**config.mk**
```make
export PLATFORM = sky130hd
export DESIGN_NAME = keypad_code_config_fsm
export DESIGN_NICKNAME = d
export VERILOG_FILES = /design/src/hdl/kcl_pkg.sv /design/src/hdl/kcl_store.sv /design/src/hdl/kcl_step.sv /design/src/hdl/keypad_code_config_fsm.sv
export SDC_FILE = /design/constraint.sdc
export NUM_CORES = 1
export LEC_CHECK = 0
export ABC_AREA = 0
export CORE_MARGIN = 1
export CORE_UTILIZATION = 53
export DETAILED_ROUTE_END_ITERATION = 8
export DONT_BUFFER_PORTS = 1
export PLACE_DENSITY = 0.68
export SLEW_MARGIN = 40
export SYNTH_ARGS = -nofsm -noshare
export SYNTH_HDL_FRONTEND = slang
export SYNTH_SLANG_ARGS = --single-unit
```
**constraint.sdc**
```tcl
create_clock -name aclk -period 3.9 [get_ports aclk]
set_clock_uncertainty 0.15 [all_clocks]
set_input_delay 0.39 -clock aclk [delete_from_list [all_inputs] [get_ports aclk]]
set_output_delay 0.39 -clock aclk [all_outputs]
set_load 0.02 [all_outputs]
```
**src/hdl/kcl_pkg.sv**
```systemverilog
`default_nettype none
// ----------------------------------------------------------------------------
// kcl_pkg
// Shared types and constants for the keypad code configuration block.
// ----------------------------------------------------------------------------
package kcl_pkg;

    localparam int CODE_DIGITS_DEF = 4;

    localparam int SLOT_COUNT = 5;
    localparam int SLOT_W     = 3;
    localparam int COUNT_W    = 3;
    localparam int VALUE_W    = 14;
    localparam int CODE_W     = 16;
    localparam int STATUS_W   = 4;
    localparam int KEY_W      = 8;

    localparam logic [CODE_W-1:0] CODE_DISABLED = 16'hFFFF;
    localparam logic [CODE_W-1:0] MASTER_RESET  = 16'h0000;

    localparam logic [KEY_W-1:0] KEY_0       = 8'h30;
    localparam logic [KEY_W-1:0] KEY_1       = 8'h31;
    localparam logic [KEY_W-1:0] KEY_4       = 8'h34;
    localparam logic [KEY_W-1:0] KEY_9       = 8'h39;
    localparam logic [KEY_W-1:0] KEY_MASTER  = 8'h61;  // 'a'
    localparam logic [KEY_W-1:0] KEY_DISABLE = 8'h64;  // 'd'

    localparam logic ACT_BEGIN = 1'b0;

    localparam logic [SLOT_W-1:0] SLOT_MASTER = 3'd0;

    typedef enum logic [STATUS_W-1:0] {
        ST_IGNORED      = 4'd0,
        ST_ENTER_MASTER = 4'd1,
        ST_DENIED       = 4'd2,
        ST_MENU         = 4'd3,
        ST_BAD          = 4'd4,
        ST_ENTER_CODE   = 4'd5,
        ST_NO_DISABLE   = 4'd6,
        ST_STORED       = 4'd7,
        ST_DIGIT        = 4'd8
    } status_t;

    typedef enum logic [3:0] {
        PH_IDLE   = 4'b0001,
        PH_MASTER = 4'b0010,
        PH_MENU   = 4'b0100,
        PH_CODE   = 4'b1000
    } phase_t;

    typedef struct packed {
        phase_t              phase;
        logic [COUNT_W-1:0]  count;
        logic [VALUE_W-1:0]  value;
        logic [SLOT_W-1:0]   slot;
    } sess_state_t;

    typedef struct packed {
        logic               valid;
        logic [SLOT_W-1:0]  slot;
        logic [CODE_W-1:0]  code;
    } slot_write_t;

endpackage : kcl_pkg
`default_nettype wire

```
**src/hdl/kcl_store.sv**
```systemverilog
`default_nettype none
// ----------------------------------------------------------------------------
// kcl_store
// Five code slots in flops; slot 0 (master) is read out for the compare.
// ----------------------------------------------------------------------------
module kcl_store (
    input  wire logic                      aclk,
    input  wire logic                      aresetn,
    input  wire kcl_pkg::slot_write_t      wr,
    output logic [kcl_pkg::CODE_W-1:0]     master_code
);
    import kcl_pkg::*;

    logic [CODE_W-1:0] slot_reg [SLOT_COUNT];

    always_ff @(posedge aclk) begin
        if (!aresetn) begin
            for (int i = 0; i < SLOT_COUNT; i++) begin
                slot_reg[i] <= (i == 0) ? MASTER_RESET : CODE_DISABLED;
            end
        end else if (wr.valid) begin
            for (int i = 0; i < SLOT_COUNT; i++) begin
                if (wr.slot == SLOT_W'(i)) begin
                    slot_reg[i] <= wr.code;
                end
            end
        end
    end

    assign master_code = slot_reg[0];

endmodule : kcl_store
`default_nettype wire

```
**src/hdl/kcl_step.sv**
```systemverilog
`default_nettype none
// ----------------------------------------------------------------------------
// kcl_step
// Next-state and result logic for one beat of the code configuration FSM.
// ----------------------------------------------------------------------------
module kcl_step #(
    parameter int CODE_DIGITS = kcl_pkg::CODE_DIGITS_DEF
) (
    input  wire logic                         action,
    input  wire logic [kcl_pkg::KEY_W-1:0]    key,
    input  wire kcl_pkg::sess_state_t         cur,
    input  wire logic [kcl_pkg::CODE_W-1:0]   master_code,
    output kcl_pkg::sess_state_t              nxt,
    output kcl_pkg::status_t                  status,
    output kcl_pkg::slot_write_t              wr
);
    import kcl_pkg::*;

    logic                 is_digit;
    logic [VALUE_W+3:0]   acc;
    logic [VALUE_W-1:0]   val_new;
    logic [COUNT_W-1:0]   cnt_new;
    logic                 entry_done;
    logic                 menu_pick;
    logic [SLOT_W-1:0]    code_slot;

    assign is_digit   = (key >= KEY_0) && (key <= KEY_9);
    // ASCII digits carry their value in the low nibble
    assign acc        = ({4'd0, cur.value} * (VALUE_W+4)'(10)) + (VALUE_W+4)'(key[3:0]);
    assign val_new    = acc[VALUE_W-1:0];
    assign cnt_new    = cur.count + COUNT_W'(1);
    assign entry_done = (cnt_new >= COUNT_W'(CODE_DIGITS));
    assign menu_pick  = (key == KEY_MASTER) || ((key >= KEY_1) && (key <= KEY_4));
    assign code_slot  = (cur.slot < SLOT_W'(SLOT_COUNT)) ? cur.slot : SLOT_MASTER;

    always_comb begin
        nxt      = cur;
        status   = ST_IGNORED;
        wr.valid = 1'b0;
        wr.slot  = '0;
        wr.code  = '0;

        if (action == ACT_BEGIN) begin
            nxt.phase = PH_MASTER;
            nxt.count = '0;
            nxt.value = '0;
            status    = ST_ENTER_MASTER;
        end else begin
            unique case (cur.phase)
                PH_MASTER: begin
                    if (!is_digit) begin
                        nxt.phase = PH_IDLE;
                        nxt.count = '0;
                        nxt.value = '0;
                        status    = ST_DENIED;
                    end else if (entry_done) begin
                        nxt.count = '0;
                        nxt.value = '0;
                        if ({2'b00, val_new} == master_code) begin
                            nxt.phase = PH_MENU;
                            status    = ST_MENU;
                        end else begin
                            nxt.phase = PH_IDLE;
                            status    = ST_DENIED;
                        end
                    end else begin
                        nxt.count = cnt_new;
                        nxt.value = val_new;
                        status    = ST_DIGIT;
                    end
                end
                PH_MENU: begin
                    if (menu_pick) begin
                        nxt.slot  = (key == KEY_MASTER) ? SLOT_MASTER : key[SLOT_W-1:0];
                        nxt.phase = PH_CODE;
                        nxt.count = '0;
                        nxt.value = '0;
                        status    = ST_ENTER_CODE;
                    end else begin
                        status = ST_BAD;
                    end
                end
                PH_CODE: begin
                    if (key == KEY_DISABLE) begin
                        if (code_slot == SLOT_MASTER) begin
                            nxt.count = '0;
                            nxt.value = '0;
                            status    = ST_NO_DISABLE;
                        end else begin
                            wr.valid = 1'b1;
                            wr.slot  = code_slot;
                            wr.code  = CODE_DISABLED;
                        end
                    end else if (is_digit) begin
                        if (entry_done) begin
                            wr.valid = 1'b1;
                            wr.slot  = code_slot;
                            wr.code  = {2'b00, val_new};
                        end else begin
                            nxt.count = cnt_new;
                            nxt.value = val_new;
                            status    = ST_DIGIT;
                        end
                    end else begin
                        nxt.count = '0;
                        nxt.value = '0;
                        status    = ST_BAD;
                    end
                    if (wr.valid) begin
                        nxt.phase = PH_IDLE;
                        nxt.count = '0;
                        nxt.value = '0;
                        status    = ST_STORED;
                    end
                end
                default: begin
                    // idle: key presses are ignored
                end
            endcase
        end
    end

endmodule : kcl_step
`default_nettype wire

```
**src/hdl/keypad_code_config_fsm.sv**
```systemverilog
`default_nettype none
// ----------------------------------------------------------------------------
// keypad_code_config_fsm
// Keypad-driven configuration of a five-slot code lock.
//
// Input channel (s_): one beat per keypad event. s_action = 0 starts a
// session (master code prompt); s_action = 1 carries an ASCII key in s_key.
// Result channel (m_): exactly one beat per input beat, in order. m_status
// gives the prompt/outcome; when m_write_valid is high, m_write_slot and
// m_write_code name the slot just updated so an external non-volatile
// writer can mirror it (0xFFFF marks a disabled slot).
//
// Latency: result is valid the cycle after the input beat is accepted.
// Throughput: one beat per cycle unless stalled. All decoding, the digit accumulate
// (x10 + digit) and the master compare settle in one combinational pass
// between the session registers and the result register.
// Stall: the result register holds while m_ready is low; a new beat is
// still taken in the same cycle the held result is drained, so s_ready
// only drops while a result waits and m_ready is low.
// Reset (aresetn low, synchronous): session idle, partial entry cleared,
// master slot = 0x0000, slots 1..4 disabled, no result pending.
// ----------------------------------------------------------------------------
module keypad_code_config_fsm #(
    parameter int CODE_DIGITS = kcl_pkg::CODE_DIGITS_DEF
) (
    input  wire logic                           aclk,
    input  wire logic                           aresetn,

    input  wire logic                           s_valid,
    output logic                                s_ready,
    input  wire logic                           s_action,
    input  wire logic [kcl_pkg::KEY_W-1:0]      s_key,

    output logic                                m_valid,
    input  wire logic                           m_ready,
    output logic [kcl_pkg::STATUS_W-1:0]        m_status,
    output logic                                m_write_valid,
    output logic [kcl_pkg::SLOT_W-1:0]          m_write_slot,
    output logic [kcl_pkg::CODE_W-1:0]          m_write_code
);
    import kcl_pkg::*;

    // session state
    sess_state_t        sess_reg;
    sess_state_t        sess_next;

    // result register
    logic                m_valid_reg;
    logic [STATUS_W-1:0] status_reg;
    logic                wvalid_reg;
    logic [SLOT_W-1:0]   wslot_reg;
    logic [CODE_W-1:0]   wcode_reg;

    status_t             step_status;
    slot_write_t         step_wr;
    slot_write_t         store_wr;
    logic [CODE_W-1:0]   master_code;
    logic                s_beat;

    // Accept whenever the result slot is free or being drained this cycle.
    assign s_ready = !m_valid_reg || m_ready;
    assign s_beat  = s_valid && s_ready;

    kcl_step #(
        .CODE_DIGITS (CODE_DIGITS)
    ) u_step (
        .action      (s_action),
        .key         (s_key),
        .cur         (sess_reg),
        .master_code (master_code),
        .nxt         (sess_next),
        .status      (step_status),
        .wr          (step_wr)
    );

    // Slot write only commits on an accepted beat.
    always_comb begin
        store_wr       = step_wr;
        store_wr.valid = step_wr.valid && s_beat;
    end

    kcl_store u_store (
        .aclk        (aclk),
        .aresetn     (aresetn),
        .wr          (store_wr),
        .master_code (master_code)
    );

    // Session registers
    always_ff @(posedge aclk) begin
        if (!aresetn) begin
            sess_reg.phase <= PH_IDLE;
            sess_reg.count <= '0;
            sess_reg.value <= '0;
            sess_reg.slot  <= SLOT_MASTER;
        end else if (s_beat) begin
            sess_reg <= sess_next;
        end
    end

    // Result valid
    always_ff @(posedge aclk) begin
        if (!aresetn) begin
            m_valid_reg <= 1'b0;
        end else if (s_beat) begin
            m_valid_reg <= 1'b1;
        end else if (m_ready) begin
            m_valid_reg <= 1'b0;
        end
    end

    // Result payload, loaded with each accepted beat
    always_ff @(posedge aclk) begin
        if (s_beat) begin
            status_reg <= step_status;
            wvalid_reg <= step_wr.valid;
            wslot_reg  <= step_wr.slot;
            wcode_reg  <= step_wr.code;
        end
    end

    assign m_valid       = m_valid_reg;
    assign m_status      = status_reg;
    assign m_write_valid = wvalid_reg;
    assign m_write_slot  = wslot_reg;
    assign m_write_code  = wcode_reg;

endmodule : keypad_code_config_fsm
`default_nettype wire
```
==> summary.md, run 1 <==
| Metric | Value |
|---|---|
| Port Buffers | 0 |
| Ys flop type | edfxtp_1 |
| PwrDens | 325 nW/um2 |
| Synth top cells by count | nor2_1, edfxtp_1, dfxtp_1 |
| Share of Yosys cell area claimed by the top area cell type | 0.304 |
| Worst EP arrival | 3460 ps |
| Setup TNS | 0 ps |
| Full die area | 7430 um2 |
| Iteration-0 DRC Markers | 177 |
| Mean Syn Cell Area | 10.0 um2 |
| Largest net degree at the start of global routing | 22 |
| CTS resizes | 0 |
| Switching Power | 328 uW |
| Leak | 1.53 nW |
| CTS Root Cell | clkbuf_8 |
| Synth top area cells | edfxtp_1, dfxtp_1, ha_1, nor2_1, xnor2_1 |
| Die Span Y | 86.2 um |
| #FFs+latches synth | 62 |
| Crit path max fanout | 7 |
| WL/cell | 18.1 um |
| Reg2reg path depth | 11 |
| Min-delay worst type | input port to register |
| Hold Path Cell Cnt | 2 |
| Min setup slack post-route | 364 ps |
| Syn Inst Count | 374 |
| Met1 usage | 0.345 |
| Post-synth EDFFs | 38 |
| Hold_sp | aresetn |
| DP Worst Slack | ~310 ps |
| Final #Nets | between 400 and 500 |
| CP Launch Type | register |
| Clock Pin Slew Worst Setup and Hold Paths | about 70 ps |
| # IOs | 39 |
| CORE AREA | 6830 um2 |
| RSZ-0062 raised after global routing | no |
| Sw Share | 0.251 |
| Routed Antenna Nets | 0 |
| Highest clock rate | around 280 MHz |
| Area growth, synth to finish | 7.23% |
| Reg power frac | 0.565 |
| Status | finished, final reports clean |
| Vias in the first global route | 2,797 |
| CTS max path bufs | 2 |
| Setup Crit Path Kind | register to register |
| Buffers & Inverters on Critical Path | 1 |
| Global route total overflow | 0 |
| GR Util met3 | 0.0581 |
| Grt met2 use | 0.392 |
| Post-route cell area | around 4000 um2 |
| Setup slack, reg-to-reg | 360 ps |
| Peak supply drop | 0.000232 V |
| Gr busiest metal | met2 |
| Internal | 980 uW |
| Synthesized area | 3750 um2 |
| Slew HR | 0.468 |
| Routability cong. | 0.923 |
| Fin. Hold Viols | 0 |
| RR Endpoint | u_store.slot_reg[0][12]$_SDFFCE_PN0P_ |
| Register area share after synthesis | 0.432 |
| Post-CTS Setup Repair Bufs | 0 |
| Max-Cap Viols | 0 |
| Final period util | 0.907 |
| Tot GR Track Use | 0.252 |
| R2R Path Start | sess_reg[4]$_SDFFE_PN0P_ |
| Antenna cells | 0 |
| # setup viols final | 0 |
| Total CTS buffers | 9 |
| Clk sink count | just over 60 |
| CTS tree | done |
| Share of cells above drive strength 1 | 0.0761 |
| Cell taking the most area after synthesis | edfxtp_1 |
| Comb pwr share | 0.050 |
| Cells along the critical path | ha_1 > ha_1 > inv_1 > fa_1 > nand2b_1 > nor3_2 > nand3_1 > nor3_1 > nand3_1 > xnor2_1 > a21oi_1 |
| HPWL Detailed | roughly 6.2 mm |
| Worst slew pin tran | 796 ps |
| Hold_ws | 26.0 ps |
| Die width | around 86 um |
| DR vias/cell | 5.94 |
| FP Rows | 30 |
| Fillcell total | about 630 |
| Syn Nets | about 400 |
| Ys async rst share | 0 |
| Hold_buf cts | 2 |
| CP endpoint kind | register |
| Max FFs per register | 23 |
| Yosys cell types | 56 |
| Ys Warns | 0 |
| Via count | 2,832 |
| First-pass GRT wire length | approximately 14 mm |
| Count leader, synth | nor2_1 |
| Clock network fraction of design power | 0.385 |
| Post-detailed-routing wire length | 8.65 mm |
| DRC violations left | 0 |
| DRT Pass-1 Iters | 4 |
| Hold Path Sink | sess_reg[23]$_SDFFE_PN0P_ |
| CTS H-tree depth | 3 |
| Top cell family by delay on the critical path | simple AND/OR/NAND/NOR gates |
| Placed inst area | 3840 um2 |
| Clk_lat worst skew | 350 ps |
| Initial Utilization | 0.550 |
| Initial antenna violation count | 0 |
| Worst stage delay on the critical path | around 420 ps |
| Slowest cell on crit path | fa_1 |
| Critical Path RT | 3830 ps |
| Post-route minimum period | 3540 ps |
| Final max-slew violation count | 0 |
power groups by stage:
stage	clock, mW	combinational (mW)	sequential, mW
global route	0.543	0.0712	0.741
CTS	0.512	0.0653	0.739
floorplan	0	0.0490	0.750
finish	0.504	0.0657	0.739
global placement	0	0.0622	0.753
detailed placement	0	0.0630	0.753
metal layers:
layer  vias up  share of wire
met1      1391           0.46
met4         0          0.019
li1       1351              -
met3        17          0.050
met2        73           0.47
met5         -              0
kinds of logic (layout without fill, tap and decap cells):
logic type | Yosys count | after routing | share of synthesized area
flip-flops | 62 | 62 | 0.432
XOR/XNOR | 43 | 43 | 0.117
buffers and inverters | 23 | 30 | 0.0247
AO/OA/AOI/OAI | 66 | 66 | 0.117
AND/OR/NAND/NOR | 152 | 152 | 0.214
adder cells (fa/ha/maj) | 25 | 25 | 0.0873
multiplexers | 3 | 3 | 0.00800
layout make-up:
class                   instances  area (um2)  share of cell area
inverters                       9        33.8             0.00839
multi-input cells             289        2040               0.507
clock buffers                  12         145              0.0360
well taps                      96         120              0.0298
flip-flops and latches         62        1620               0.403
repair buffers                  5        42.5              0.0106
clock inverters                 4        22.5             0.00559
through the flow:
step,power (mW),cells,utilization
after floorplan,0.799,374,-
after global placement,0.816,459,0.562
after detailed placement,0.816,459,0.562
after CTS,1.32,477,0.589
after global routing,1.35,477,0.589
final,1.31,477,0.589
cell usage in the layout, fill, tap and decap left out, drive strengths merged, types with 5 or more instances in the layout:
cell type	instances
a21oi	25
a22oi	10
and3	6
clkbuf	12
dfxtp	24
edfxtp	38
ha	23
inv	9
nand2	13
nand2b	13
nand3	13
nand4	5
nor2	66
nor3	6
o21ai	11
xnor2	23
xor2	16
worst max-delay path by stage:
stage / startpoint / endpoint / slack, ps / cells past startpoint
2_1_floorplan: sess_reg[4]$_SDFFE_PN0P_ / m_status[0]$_SDFFCE_PN1P_ / 630 / 12
3_3_place_gp: sess_reg[4]$_SDFFE_PN0P_ / u_store.slot_reg[0][12]$_SDFFCE_PN0P_ / 400 / 11
3_5_place_dp: sess_reg[4]$_SDFFE_PN0P_ / m_write_code[12]$_DFFE_PP_ / 310 / 11
4_1_cts: sess_reg[4]$_SDFFE_PN0P_ / u_store.slot_reg[0][12]$_SDFFCE_PN0P_ / 310 / 11
5_1_grt: sess_reg[4]$_SDFFE_PN0P_ / sess_reg[15]$_SDFFE_PN0P_ / 90 / 12
6_report: sess_reg[4]$_SDFFE_PN0P_ / u_store.slot_reg[0][12]$_SDFFCE_PN0P_ / 360 / 11
(Power assumes the default switching activity.)
==> run 2: changes to the inputs <==
--- a/config.mk
+++ b/config.mk
@@ -6,11 +6,11 @@
 export NUM_CORES = 1
 export LEC_CHECK = 0
 export ABC_AREA = 0
+export BUFFER_PORTS_ARGS = -buffer_cell sky130_fd_sc_hd__buf_2
 export CORE_MARGIN = 1
 export CORE_UTILIZATION = 53
 export DETAILED_ROUTE_END_ITERATION = 8
-export DONT_BUFFER_PORTS = 1
-export PLACE_DENSITY = 0.68
+export PLACE_DENSITY = 0.73
 export SLEW_MARGIN = 40
 export SYNTH_ARGS = -nofsm -noshare
 export SYNTH_HDL_FRONTEND = slang
==> run 2 against run 1 <==
Effect of this change: clock power increased by 4.4%; sequential power decreased by 3%; highest routed layer unchanged; hold slack gained 120 ps; largest power group unchanged; total power increased by 3.3%; count of clock-buffer cells in the layout shrank 3; setup slack improved by 21 ps.
==> summary.md, run 2 (synthesis results as in run 1) <==
| Metric | Value |
|---|---|
| Status | finished, final reports clean |
| Clk sink count | 62 (unchanged) |
| Routability cong. | 0.896 (-3.0%) |
| Crit path max fanout | 4 (-3) |
| Tot Pwr | 1.35 mW (+3.3%) |
| Largest net degree at the start of global routing | 26 (+18%) |
| First-pass GRT wire length | 14.4 mm (+2.1%) |
| Post-detailed-routing wire length | 8.79 mm (+1.7%) |
| Hold_sp | s_valid |
| Initial antenna violation count | 0 (unchanged) |
| PwrDens | 319 nW/um2 (-1.8%) |
| DRT Pass-1 Iters | 5 (+1) |
| Setup slack, reg-to-reg | 380 ps (+20 ps) |
| Vias in the first global route | 2,975 (+6.4%) |
| # setup viols final | 0 (unchanged) |
| Global route total overflow | 0 (unchanged) |
| Setup Crit Path Kind | register to register |
| Full die area | 7430 um2 (unchanged) |
| # placed instances | 501 (+9.2%) |
| Routed Antenna Nets | 0 (unchanged) |
| Leak | 1.70 nW (+11%) |
| Final #Nets | 454 (+9.7%) |
| Post-CTS Setup Repair Bufs | 0 (unchanged) |
| RR Endpoint | m_status[0]$_SDFFCE_PN1P_ |
| Clock Pin Slew Worst Setup and Hold Paths | 80 ps (about the same) |
| Min-delay worst type | input port to register |
| DRC violations left | 0 (unchanged) |
| Post-route cell area | 4240 um2 (+5.3%) |
| Die width | 86.2 um (unchanged) |
| Worst EP arrival | 3470 ps (about the same) |
| RSZ-0062 raised after global routing | no |
| Setup TNS | 0 ps (unchanged) |
| Worst slew pin tran | 774 ps (-21.6 ps) |
| Post-route minimum period | 3520 ps (-21.1 ps) |
| CTS tree | done |
| CTS Root Cell | clkbuf_8 |
| Commonest non-fill, non-tap cell in the layout | nor2_1 |
| # IOs | 39 (unchanged) |
| CTS resizes | 0 (unchanged) |
| Total CTS buffers | 9 (unchanged) |
| HPWL Detailed | 6.58 mm (+6.3%) |
| Hold_buf cts | 0 (-2) |
| DR vias/cell | 5.81 (-2.2%) |
| Iteration-0 DRC Markers | 188 (+6.2%) |
| Fillcell total | 580 (-7.3%) |
| Slew HR | 0.483 (+0.0151) |
| Reg2reg path depth | 12 (+1) |
| Critical Path RT | 3850 ps (+20 ps) |
| Highest clock rate | 284 MHz (+0.60%) |
| Initial Utilization | 0.550 (unchanged) |
| Area growth, synth to finish | 12.9% |
| CORE AREA | 6830 um2 (unchanged) |
| Hold Path Sink | m_valid$_SDFFE_PN0P_ |
| CTS H-tree depth | 3 (unchanged) |
| R2R Path Start | sess_reg[4]$_SDFFE_PN0P_ |
| CTS max path bufs | 2 (unchanged) |
| Via count | 3,003 (+6.0%) |
| Die Span Y | 86.2 um (unchanged) |
| Tot GR Track Use | 0.258 (+0.00546) |
| Most frequent cells in the layout | nor2_1, buf_2, edfxtp_1 |
| Max FFs per register | 23 (unchanged) |
| Final period util | 0.901 (-0.00542) |
| FP Rows | 30 (unchanged) |
| Finished Layout Cells | 517 (+8.4%) |
| Antenna cells | 0 (unchanged) |
| Max-Cap Viols | 0 (unchanged) |
| CP Launch Type | register |
| WL/cell | 17.0 um (-6.2%) |
| Placed inst area | 4060 um2 (+5.7%) |
| Port Buffers | 38 (+38) |
| Share of cells above drive strength 1 | 0.173 (+0.0973) |
| Final max-slew violation count | 0 (unchanged) |
| Peak supply drop | 0.000262 V (+13%) |
| CP endpoint kind | register |
| Hold Path Cell Cnt | 3 (+1) |
| Clk_lat worst skew | 350 ps (about the same) |
| Fin. Hold Viols | 0 (unchanged) |
run 2: cell count changes in the layout (fill, tap and decap cells not counted), sizes merged:
cell | previous run | this run
buf | 3 | 45
clkbuf | 12 | 9
clkinv | 3 | 2
clkinvlp | 1 | 2
dlygate4sd3 | 2 | 0
inv | 9 | 12
run 2: metrics by stage:
stage / utilization / hold WS [ps] / worst slack, ps
global placement: 0.594 / 320 / 545
floorplan: - / 294 / 634
global route: 0.620 / 151 / 142
detailed placement: 0.594 / 322 / 368
finish: 0.620 / 141 / 385
CTS: 0.620 / 142 / 353
run 2: routing by layer:
metal  global-route usage  part of all wire  vias up
li1                     -                 -     1433
met1                0.324              0.44     1447
met2                0.417              0.47       93
met3               0.0562             0.047       30
met4                0.138             0.037        0
met5                    0                 0        -
run 2: area by class of cell:
cell class / count / area [um2] / share of cell area
inverter: 9 / 33.8 / 0.00797
multi-input combinational: 289 / 2040 / 0.482
clock buffer: 9 / 124 / 0.0292
timing repair buffer: 45 / 243 / 0.0573
tap: 96 / 120 / 0.0283
sequential: 62 / 1620 / 0.383
clock inverter: 7 / 55.1 / 0.0130
run 2: worst max-delay path: stages (launching register included):
cell      delay [ps]
dfxtp_1          420
ha_1             270
ha_1             210
inv_1             70
fa_1             410
nand2b_1         210
nor3_2           250
nand3_1          120
nor3_1           440
xnor3_1          330
and4b_1          190
nand4_1          110
o21ai_1           80
run 2: worst max path at each step:
| stage | startpoint | to | slack [ps] | depth (start not counted) |
|---|---|---|---|---|
| finish | sess_reg[4]$_SDFFE_PN0P_ | m_status[0]$_SDFFCE_PN1P_ | 380 | 12 |
| global route | sess_reg[4]$_SDFFE_PN0P_ | m_status[0]$_SDFFCE_PN1P_ | 140 | 12 |
| CTS | sess_reg[4]$_SDFFE_PN0P_ | m_status[0]$_SDFFCE_PN1P_ | 350 | 12 |
| detailed placement | sess_reg[4]$_SDFFE_PN0P_ | m_status[0]$_SDFFCE_PN1P_ | 370 | 12 |
| global placement | sess_reg[4]$_SDFFE_PN0P_ | m_status[0]$_SDFFCE_PN1P_ | 550 | 12 |
| floorplan | sess_reg[4]$_SDFFE_PN0P_ | m_status[0]$_SDFFCE_PN1P_ | 630 | 12 |
run 2: where the power goes:
group          internal (mW)  total (mW)  switching, mW  leakage (nW)
Combinational         0.0332       0.105         0.0722          1.03
Sequential             0.712       0.720        0.00855         0.580
Clock                  0.237       0.526          0.289        0.0866
